## src/hw/rtl/mtep_pkg.sv

```systemverilog
// Shared types, byte constants and result codes of the MIDI track event parser.
// No dependencies; used by mtep_front, mtep_fifo, mtep_back, midi_track_event_parser and the bench.
package mtep_pkg;

	// result kinds
	localparam logic [2:0] KIND_CHANNEL    = 3'd0;
	localparam logic [2:0] KIND_META_HDR   = 3'd1;
	localparam logic [2:0] KIND_SYSEX_F0   = 3'd2;
	localparam logic [2:0] KIND_SYSEX_F7   = 3'd3;
	localparam logic [2:0] KIND_BODY       = 3'd4;
	localparam logic [2:0] KIND_TRUNCATED  = 3'd5;
	localparam logic [2:0] KIND_NO_RUNNING = 3'd6;

	// status and data byte codes
	localparam logic [7:0] DATA_MASK     = 8'h7F;
	localparam logic [7:0] STATUS_META   = 8'hFF;
	localparam logic [7:0] STATUS_SYSEX  = 8'hF0;
	localparam logic [7:0] STATUS_ESCAPE = 8'hF7;
	localparam logic [3:0] CLASS_PROGRAM = 4'hC;
	localparam logic [3:0] CLASS_PRESSURE = 4'hD;
	localparam logic [7:0] META_END_OF_TRACK = 8'h2F;

	// one raw byte with the flags the front end derives from it
	typedef struct packed {
		logic [7:0] data;
		logic       is_status;
		logic       is_meta;
		logic       is_sysex;
		logic       one_data;
	} byte_class_t;

	// one result item
	typedef struct packed {
		logic [2:0]  result_kind;
		logic [3:0]  status_class;
		logic [3:0]  channel;
		logic [7:0]  first_data;
		logic [7:0]  second_data;
		logic [7:0]  meta_kind;
		logic [31:0] body_length;
		logic [31:0] delta_ticks;
		logic [31:0] track_tick;
		logic        body_last;
		logic        track_done;
	} result_t;

	// program change and channel pressure carry a single data byte
	function automatic logic one_data_byte(input logic [7:0] status);
		return (status[7:4] == CLASS_PROGRAM) || (status[7:4] == CLASS_PRESSURE);
	endfunction

endpackage

```

## src/hw/rtl/mtep_front.sv

```systemverilog
// Front end of the MIDI track event parser: accepts raw track bytes and tags them.
// Depends on mtep_pkg; feeds the byte queue.
module mtep_front (
	input  logic                 in_valid,
	output logic                 in_stall,
	input  logic [7:0]           track_byte,
	input  logic                 queue_full,
	output logic                 push,
	output mtep_pkg::byte_class_t push_item
);

	// stall while the queue has no room
	assign in_stall = queue_full;
	assign push     = in_valid && !queue_full;

	// classify the byte for the parser
	always_comb begin
		push_item.data      = track_byte;
		push_item.is_status = track_byte[7];
		push_item.is_meta   = (track_byte == mtep_pkg::STATUS_META);
		push_item.is_sysex  = (track_byte == mtep_pkg::STATUS_SYSEX) ||
			(track_byte == mtep_pkg::STATUS_ESCAPE);
		push_item.one_data  = mtep_pkg::one_data_byte(track_byte);
	end

endmodule

```

## src/hw/rtl/mtep_fifo.sv

```systemverilog
// Small register queue between the front end and the parser back end.
// Depends on mtep_pkg for the item type.
module mtep_fifo #(
	parameter int DEPTH = 4
) (
	input  logic                  clk,
	input  logic                  arst_n,
	input  logic                  push,
	input  mtep_pkg::byte_class_t push_item,
	output logic                  full,
	input  logic                  pop,
	output logic                  not_empty,
	output mtep_pkg::byte_class_t pop_item
);

	localparam int PTR_W = (DEPTH > 1) ? $clog2(DEPTH) : 1;
	localparam int CNT_W = $clog2(DEPTH + 1);

	mtep_pkg::byte_class_t mem_q [DEPTH];
	logic [PTR_W-1:0] wr_ptr_q;
	logic [PTR_W-1:0] rd_ptr_q;
	logic [CNT_W-1:0] count_q;

	assign full      = (count_q == CNT_W'(DEPTH));
	assign not_empty = (count_q != '0);
	assign pop_item  = mem_q[rd_ptr_q];

	// store the item
	always_ff @(posedge clk) begin
		if (push) begin
			mem_q[wr_ptr_q] <= push_item;
		end
	end

	// advance pointers and count
	always_ff @(posedge clk or negedge arst_n) begin
		if (!arst_n) begin
			wr_ptr_q <= '0;
			rd_ptr_q <= '0;
			count_q  <= '0;
		end else begin
			if (push) begin
				wr_ptr_q <= (wr_ptr_q == PTR_W'(DEPTH - 1)) ? '0 : wr_ptr_q + 1'b1;
			end
			if (pop) begin
				rd_ptr_q <= (rd_ptr_q == PTR_W'(DEPTH - 1)) ? '0 : rd_ptr_q + 1'b1;
			end
			if (push && !pop) begin
				count_q <= count_q + 1'b1;
			end else if (pop && !push) begin
				count_q <= count_q - 1'b1;
			end
		end
	end

endmodule

```

## src/hw/rtl/mtep_back.sv

```systemverilog
// Back end of the MIDI track event parser: event state machine and result register.
// Depends on mtep_pkg; takes tagged bytes from the queue.
module mtep_back (
	input  logic                  clk,
	input  logic                  arst_n,
	input  logic                  cfg_write,
	input  logic [31:0]           track_length,
	input  logic                  item_valid,
	input  mtep_pkg::byte_class_t item,
	output logic                  item_pop,
	output logic                  out_valid,
	input  logic                  out_stall,
	output mtep_pkg::result_t     result
);

	typedef enum logic [2:0] {
		PH_DELTA,
		PH_STATUS,
		PH_DATA1,
		PH_DATA2,
		PH_MTYPE,
		PH_LEN,
		PH_BODY
	} phase_t;

	phase_t      phase_q, phase_n;
	logic [31:0] bytes_left_q, bytes_left_n;
	logic [31:0] acc_q, acc_n;
	logic [31:0] delta_q, delta_n;
	logic [31:0] tick_q, tick_n;
	logic [7:0]  run_status_q, run_status_n;
	logic [7:0]  held_first_q, held_first_n;
	logic [7:0]  held_meta_q, held_meta_n;
	logic [31:0] body_left_q, body_left_n;
	logic        stopped_q, stopped_n;
	logic [7:0]  ev_status_q, ev_status_n;
	logic        ev_one_q, ev_one_n;
	logic [31:0] ev_len_q, ev_len_n;

	logic              out_valid_q;
	mtep_pkg::result_t result_q;
	mtep_pkg::result_t res;
	logic              emit;

	logic [31:0] dec_left;
	logic [31:0] acc_shift;
	logic [31:0] body_dec;
	logic        complete;
	logic        eot;

	assign out_valid = out_valid_q;
	assign result    = result_q;
	assign item_pop  = item_valid && (!out_valid_q || !out_stall);

	assign dec_left  = bytes_left_q - 32'd1;
	assign acc_shift = {acc_q[24:0], item.data[6:0]};
	assign body_dec  = body_left_q - 32'd1;

	// parse one byte
	always_comb begin
		phase_n      = phase_q;
		bytes_left_n = bytes_left_q;
		acc_n        = acc_q;
		delta_n      = delta_q;
		tick_n       = tick_q;
		run_status_n = run_status_q;
		held_first_n = held_first_q;
		held_meta_n  = held_meta_q;
		body_left_n  = body_left_q;
		stopped_n    = stopped_q;
		ev_status_n  = ev_status_q;
		ev_one_n     = ev_one_q;
		ev_len_n     = ev_len_q;
		emit         = 1'b0;
		complete     = 1'b0;
		eot          = 1'b0;
		res          = '0;

		if (stopped_q || bytes_left_q == '0) begin
			stopped_n = 1'b1;
		end else begin
			bytes_left_n = dec_left;
			case (phase_q)
				PH_DELTA: begin
					acc_n = acc_shift;
					if (!item.is_status) begin
						delta_n = acc_shift;
						tick_n  = tick_q + acc_shift;
						acc_n   = '0;
						phase_n = PH_STATUS;
					end
				end
				PH_STATUS: begin
					if (item.is_status) begin
						ev_status_n = item.data;
						ev_one_n    = item.one_data;
						if (item.is_meta) begin
							run_status_n = '0;
							phase_n      = PH_MTYPE;
						end else if (item.is_sysex) begin
							run_status_n = '0;
							held_meta_n  = '0;
							acc_n        = '0;
							phase_n      = PH_LEN;
						end else begin
							run_status_n = item.data;
							phase_n      = PH_DATA1;
						end
					end else if (run_status_q == '0) begin
						emit            = 1'b1;
						res.result_kind = mtep_pkg::KIND_NO_RUNNING;
						res.track_done  = 1'b1;
						stopped_n       = 1'b1;
					end else begin
						ev_status_n = run_status_q;
						ev_one_n    = mtep_pkg::one_data_byte(run_status_q);
						if (mtep_pkg::one_data_byte(run_status_q)) begin
							emit             = 1'b1;
							complete         = 1'b1;
							res.result_kind  = mtep_pkg::KIND_CHANNEL;
							res.status_class = run_status_q[7:4];
							res.channel      = run_status_q[3:0];
							res.first_data   = item.data;
						end else begin
							held_first_n = item.data;
							phase_n      = PH_DATA2;
						end
					end
				end
				PH_DATA1: begin
					if (ev_one_q) begin
						emit             = 1'b1;
						complete         = 1'b1;
						res.result_kind  = mtep_pkg::KIND_CHANNEL;
						res.status_class = ev_status_q[7:4];
						res.channel      = ev_status_q[3:0];
						res.first_data   = item.data;
					end else begin
						held_first_n = item.data;
						phase_n      = PH_DATA2;
					end
				end
				PH_DATA2: begin
					emit             = 1'b1;
					complete         = 1'b1;
					res.result_kind  = mtep_pkg::KIND_CHANNEL;
					res.status_class = ev_status_q[7:4];
					res.channel      = ev_status_q[3:0];
					res.first_data   = held_first_q;
					res.second_data  = item.data;
				end
				PH_MTYPE: begin
					held_meta_n = item.data;
					acc_n       = '0;
					phase_n     = PH_LEN;
				end
				PH_LEN: begin
					acc_n = acc_shift;
					if (!item.is_status) begin
						body_left_n = acc_shift;
						ev_len_n    = acc_shift;
						acc_n       = '0;
						emit        = 1'b1;
						if (dec_left < acc_shift) begin
							res.result_kind = mtep_pkg::KIND_TRUNCATED;
							res.track_done  = 1'b1;
							stopped_n       = 1'b1;
						end else begin
							if (ev_status_q == mtep_pkg::STATUS_META) begin
								res.result_kind = mtep_pkg::KIND_META_HDR;
							end else if (ev_status_q == mtep_pkg::STATUS_SYSEX) begin
								res.result_kind = mtep_pkg::KIND_SYSEX_F0;
							end else begin
								res.result_kind = mtep_pkg::KIND_SYSEX_F7;
							end
							res.status_class = ev_status_q[7:4];
							res.channel      = ev_status_q[3:0];
							res.meta_kind    = held_meta_q;
							res.body_length  = acc_shift;
							if (acc_shift == '0) begin
								complete = 1'b1;
								eot      = (ev_status_q == mtep_pkg::STATUS_META) &&
									(held_meta_q == mtep_pkg::META_END_OF_TRACK);
							end else begin
								phase_n = PH_BODY;
							end
						end
					end
				end
				PH_BODY: begin
					body_left_n      = body_dec;
					emit             = 1'b1;
					res.result_kind  = mtep_pkg::KIND_BODY;
					res.status_class = ev_status_q[7:4];
					res.channel      = ev_status_q[3:0];
					res.first_data   = item.data;
					res.meta_kind    = held_meta_q;
					res.body_length  = ev_len_q;
					res.body_last    = (body_dec == '0);
					if (body_dec == '0) begin
						complete = 1'b1;
						eot      = (ev_status_q == mtep_pkg::STATUS_META) &&
							(held_meta_q == mtep_pkg::META_END_OF_TRACK);
					end
				end
				default: begin
					phase_n = PH_DELTA;
				end
			endcase

			// finish the event, or stop on bytes running out mid-event
			if (complete) begin
				phase_n = PH_DELTA;
				acc_n   = '0;
				if (eot || dec_left == '0) begin
					res.track_done = 1'b1;
					stopped_n      = 1'b1;
				end
			end else if (!emit && dec_left == '0) begin
				if (phase_n == PH_DELTA) begin
					delta_n = '0;
				end
				emit            = 1'b1;
				res             = '0;
				res.result_kind = mtep_pkg::KIND_TRUNCATED;
				res.track_done  = 1'b1;
				stopped_n       = 1'b1;
			end
		end

		res.delta_ticks = delta_n;
		res.track_tick  = tick_n;
	end

	// hold parser state and the result register
	always_ff @(posedge clk or negedge arst_n) begin
		if (!arst_n) begin
			phase_q      <= PH_DELTA;
			bytes_left_q <= '0;
			acc_q        <= '0;
			delta_q      <= '0;
			tick_q       <= '0;
			run_status_q <= '0;
			held_first_q <= '0;
			held_meta_q  <= '0;
			body_left_q  <= '0;
			stopped_q    <= 1'b1;
			ev_status_q  <= '0;
			ev_one_q     <= 1'b0;
			ev_len_q     <= '0;
			out_valid_q  <= 1'b0;
			result_q     <= '0;
		end else begin
			if (cfg_write) begin
				// restart on a new track
				phase_q      <= PH_DELTA;
				bytes_left_q <= track_length;
				acc_q        <= '0;
				delta_q      <= '0;
				tick_q       <= '0;
				run_status_q <= '0;
				held_first_q <= '0;
				held_meta_q  <= '0;
				body_left_q  <= '0;
				stopped_q    <= (track_length == '0);
				ev_status_q  <= '0;
				ev_one_q     <= 1'b0;
				ev_len_q     <= '0;
			end else if (item_pop) begin
				phase_q      <= phase_n;
				bytes_left_q <= bytes_left_n;
				acc_q        <= acc_n;
				delta_q      <= delta_n;
				tick_q       <= tick_n;
				run_status_q <= run_status_n;
				held_first_q <= held_first_n;
				held_meta_q  <= held_meta_n;
				body_left_q  <= body_left_n;
				stopped_q    <= stopped_n;
				ev_status_q  <= ev_status_n;
				ev_one_q     <= ev_one_n;
				ev_len_q     <= ev_len_n;
			end

			// load a new result, or drop the one taken
			if (item_pop && emit) begin
				out_valid_q <= 1'b1;
				result_q    <= res;
			end else if (!out_stall) begin
				out_valid_q <= 1'b0;
			end
		end
	end

endmodule

```

## src/hw/rtl/midi_track_event_parser.sv

```systemverilog
// MIDI track event parser: one track byte per item, at most one result per byte.
// Throughput: one byte per cycle unless a stalled result holds it; parsing is combinational.
// Path: an accepted byte is held in the queue, then its result in the result register.
// Reset: queue empty, no result pending, parser stopped until track_length is written.
// Depends on mtep_pkg, mtep_front, mtep_fifo and mtep_back.
module midi_track_event_parser #(
	parameter int QUEUE_DEPTH = 4
) (
	input  logic        clk,
	input  logic        arst_n,
	input  logic        cfg_valid,
	output logic        cfg_ready,
	input  logic [31:0] track_length,
	input  logic        in_valid,
	output logic        in_stall,
	input  logic [7:0]  track_byte,
	output logic        out_valid,
	input  logic        out_stall,
	output logic [2:0]  result_kind,
	output logic [3:0]  status_class,
	output logic [3:0]  channel,
	output logic [7:0]  first_data,
	output logic [7:0]  second_data,
	output logic [7:0]  meta_kind,
	output logic [31:0] body_length,
	output logic [31:0] delta_ticks,
	output logic [31:0] track_tick,
	output logic        body_last,
	output logic        track_done
);

	mtep_pkg::byte_class_t push_item;
	mtep_pkg::byte_class_t pop_item;
	mtep_pkg::result_t     result;
	logic                  push;
	logic                  queue_full;
	logic                  item_valid;
	logic                  item_pop;

	// configuration writes are always taken
	assign cfg_ready = 1'b1;

	mtep_front u_front (
		.in_valid   (in_valid),
		.in_stall   (in_stall),
		.track_byte (track_byte),
		.queue_full (queue_full),
		.push       (push),
		.push_item  (push_item)
	);

	mtep_fifo #(
		.DEPTH (QUEUE_DEPTH)
	) u_fifo (
		.clk       (clk),
		.arst_n    (arst_n),
		.push      (push),
		.push_item (push_item),
		.full      (queue_full),
		.pop       (item_pop),
		.not_empty (item_valid),
		.pop_item  (pop_item)
	);

	mtep_back u_back (
		.clk          (clk),
		.arst_n       (arst_n),
		.cfg_write    (cfg_valid && cfg_ready),
		.track_length (track_length),
		.item_valid   (item_valid),
		.item         (pop_item),
		.item_pop     (item_pop),
		.out_valid    (out_valid),
		.out_stall    (out_stall),
		.result       (result)
	);

	// unpack the result item
	assign result_kind  = result.result_kind;
	assign status_class = result.status_class;
	assign channel      = result.channel;
	assign first_data   = result.first_data;
	assign second_data  = result.second_data;
	assign meta_kind    = result.meta_kind;
	assign body_length  = result.body_length;
	assign delta_ticks  = result.delta_ticks;
	assign track_tick   = result.track_tick;
	assign body_last    = result.body_last;
	assign track_done   = result.track_done;

endmodule

```

## config.mk

```make
export PLATFORM = sky130hd
export DESIGN_NAME = midi_track_event_parser
export DESIGN_NICKNAME = d
export VERILOG_FILES = /design/src/hw/rtl/mtep_pkg.sv /design/src/hw/rtl/mtep_front.sv /design/src/hw/rtl/mtep_fifo.sv /design/src/hw/rtl/mtep_back.sv /design/src/hw/rtl/midi_track_event_parser.sv
export SDC_FILE = /design/constraint.sdc
export NUM_CORES = 1
export LEC_CHECK = 0
export BUFFER_PORTS_ARGS = -buffer_cell sky130_fd_sc_hd__buf_2
export CORE_MARGIN = 1
export CORE_UTILIZATION = 55
export CTS_CLUSTER_SIZE = 8
export DETAILED_ROUTE_END_ITERATION = 8
export PLACE_DENSITY = 0.85
export SLEW_MARGIN = 25
export SYNTH_ARGS = -nofsm -noshare
export SYNTH_HDL_FRONTEND = slang
export SYNTH_SLANG_ARGS = --single-unit
```

## constraint.sdc

```tcl
create_clock -name clk -period 5.7 [get_ports clk]
set_input_delay 0.57 -clock clk [delete_from_list [all_inputs] [get_ports clk]]
set_output_delay 0.57 -clock clk [all_outputs]
set_load 0.02 [all_outputs]
```

==> results.toml <==
[die]
die-area_um2 = 40900
fp.dieW_um = 202
io_pins = 181
coreArea_um2 = 39600
die_h_um = 202
start_util_pct = 55.7
rows = 73

[layout]
diodes = 0
final_util_pct = 63.6
fin_area_um2 = 25200
final_common_cell = "nand2_1"
instances_no_fill = 3065
nets = 2643
drive_above_1_share_pct = 14.8
layout_common_cells = "nand2_1 (400), dfrtp_1 (362), nor2_1 (200), buf_2 (177), o21ai_0 (134)"
area_delta_synth_final_pct = 14.2

[global_routing]
overflow = 0
gr-usage-met3_pct = 6.93
antenna_found_initial = 0
grt_first_pass_wirelength_mm = 105
grt_pass1_vias = 19100
grt_util_all_layers_pct = 32.6
grt_use_met2_pct = 50.6
grt_max_degree = 168
use_met1_pct = 42.9
busiest_layer = "met2"

[setup_path]
cp_max_fo = 7
end_kind = "register"
cp_slowest_cell = "or4b_2"
r2r_slack_ns = 0.19
crit_arrival_ns = 5.97
start_kind = "register"
crit_type = "register to register"
crit_chain = "inv_1 > ha_1 > or4b_2 > or4b_1 > nor4_2 > nand2_1 > nor3_2 > xor2_1 > ha_1 > nand3_1 > nor2_1 > a2111oi_1 > a21oi_1 > a211oi_1 > buf_4 > o32a_1 > a31oi_4 > nand2b_4 > buf_4 > a221oi_1 > nor2_1"
worstPathRequired_ns = 6.17
cp_num_buf_inv = 3
path_delay_family = "simple AND/OR/NAND/NOR gates"
cpPeakStageDelay_ns = 0.60

[yosys]
synth_ff_type = "dfrtp_1"
synth_top_area_share_pct = 41.1
syn_area_per_cell_um2 = 9.21
yosys_register_bits = 407
yosys_warnings = 0
yosys.area.top_type = "dfrtp_1"
netlist_instances = 2396
synthTopCellsByArea = "dfrtp_1 (41%), nand2_1 (6.8%), edfxtp_1 (6.0%)"
synth_nets = 2515
synth_edf_count = 44
netlist_area_um2 = 22100
async_reset_ff_share_pct = 89.2
synthDistinctLibCells = 85
yosysSeqAreaShare_pct = 47.2

[clock_network]
insertion_delay_ns = 0.62
clk_pin_slew_ns = 0.05
cts-root-buf = "clkbuf_16"
cts-buffers-inserted = 56
cts.sinks = 407
cts_max_level = 2
clk_path_buf_depth = 3
ctsHoldBuffers = 0
cts_tree = "done"

[placement]
dpl_cell_area_um2 = 23500
place_inst = 2985
place.gp.congestion = 0.948
dp_hpwl_mm = 44.2
dpl_worst_slack_ns = 0.128
io_buffers = 179

[power_and_ir_drop]
p_per_area_nw_per_um2 = 483
ir_drop_uv = 384
p_total_mw = 12.2
power.leakage_nw = 11.2

[detailed_routing]
vias_per_cell = 6.45
wl_mm = 67.9
drt_iter0_drc = 2238
antenna_left = 0
num_vias = 19800
first_pass_iters = 7
post_drt_wl_per_cell_um = 22.1
drc_errors = 0

[run_status]
status = "finished clean"

[sta]
hold_violations = 0
setup_viol = 0
setup_tns_ns = 0
period_share_pct = 96.6
hold-worst-slack_ns = 0.00664
finalMaxSlewViolations = 0
fin_ws_ns = 0.193
period_minus_slack_ns = 5.51
slew_headroom_pct = 36.3
clock_skew_ns = 0.0282
tightest_slew_ns = 0.948
fmax_ghz = 0.182

[flow_run]
drv_cap = 0

[hold_path]
hp-class = "input port to async pin"
power by group:
part	internal [mW]	switching, mW
logic	1.75	3.31
clock network	1.78	1.24
registers	3.48	0.616
total	7.01	5.16
Yosys cell counts (7+ instances only):
library cell	instances
o21ai_0	135
nand3_1	44
xor2_1	53
or2_2	8
ha_1	72
o22ai_1	10
a221oi_1	25
dfrtp_1	362
nor4_1	41
nand4_1	23
o31ai_1	54
mux4_2	10
or3_1	13
nor2b_1	7
nand2_1	401
and2_1	12
a21oi_1	128
o211ai_1	7
a31oi_1	10
a22oi_1	40
nand2b_1	17
xnor2_1	46
o21ai_1	54
or4_1	14
edfxtp_1	44
a22o_1	49
nor2_1	202
buf_2	29
clkbuf_1	153
a211oi_1	32
mux2i_1	61
nor3_1	59
inv_1	51
a21o_1	15
final timing paths:
path / end / from / depth (start not counted)
worst max-delay path: u_back.result[119]$_DFFE_PN0P_ / u_back.bytes_left_q[1]$_DFFE_PN0P_ / 21
worst min-delay path: u_back.result[10]$_DFFE_PN0P_ / arst_n / 1
worst max register to register: u_back.result[119]$_DFFE_PN0P_ / u_back.bytes_left_q[1]$_DFFE_PN0P_ / 21
worst min register to register: u_back.result[9]$_DFFE_PN0P_ / u_back.result[9]$_DFFE_PN0P_ / 2
max in group asynchronous: u_back.result[50]$_DFFE_PN0P_ / arst_n / 2
min in group clk: u_back.bytes_left_q[5]$_DFFE_PN0P_ / track_length[5] / 3
registers in the layout, indices dropped and copies added, names as in the netlist, 25 cells and up:
| signal | flops |
|---|---|
| u_back.acc_q | 25 |
| u_back.body_left_q | 32 |
| u_back.bytes_left_q | 32 |
| u_back.delta_q | 32 |
| u_back.ev_len_q | 32 |
| u_back.result | 133 |
| u_back.tick_q | 32 |
| u_fifo.mem_q | 44 |
cell type report:
cell class	instances	area, µm²
inverter	54	203
fill	3110	14400
clock buffer	72	1480
sequential	407	10400
tap	525	657
clock inverter	2	38.8
timing repair buffer	261	1650
multi-input combinational	1744	10800
what timing repair did:
| item | 4_1_cts | 5_1_grt |
|---|---|---|
| setup buffers | 0 | 2 |
| gates resized for setup | 0 | 9 |
| setup endpoints to repair | 0 | 139 |
cell families after synthesis:
kind of cell	Yosys count	share of synthesized area, %
AOI/OAI and AO/OA	612	17.9
xor gates and xnor gates	99	3.93
adders and majority gates	74	4.26
buffers and inverters	247	4.49
DFF	407	47.2
muxes	75	3.99
other	1	0.0170
and+or+nand+nor	881	18.3
worst register-to-register path: stages (launching register included):
cell and delay [ns]:
dfrtp_1 0.43, inv_1 0.11, ha_1 0.17, or4b_2 0.60
or4b_1 0.53, nor4_2 0.22, nand2_1 0.13, nor3_2 0.17
xor2_1 0.19, ha_1 0.27, nand3_1 0.16, nor2_1 0.08
a2111oi_1 0.40, a21oi_1 0.13, a211oi_1 0.19, buf_4 0.21
o32a_1 0.24, a31oi_4 0.15, nand2b_4 0.29, buf_4 0.23
a221oi_1 0.37, nor2_1 0.09
metal layers:
metal	wire length (µm)	part of all wire, %
met4	3890	5.7
met5	0	0
met2	31100	46
met3	6910	10
met1	26000	38
Note: power is estimated with default switching activity, not from simulation.
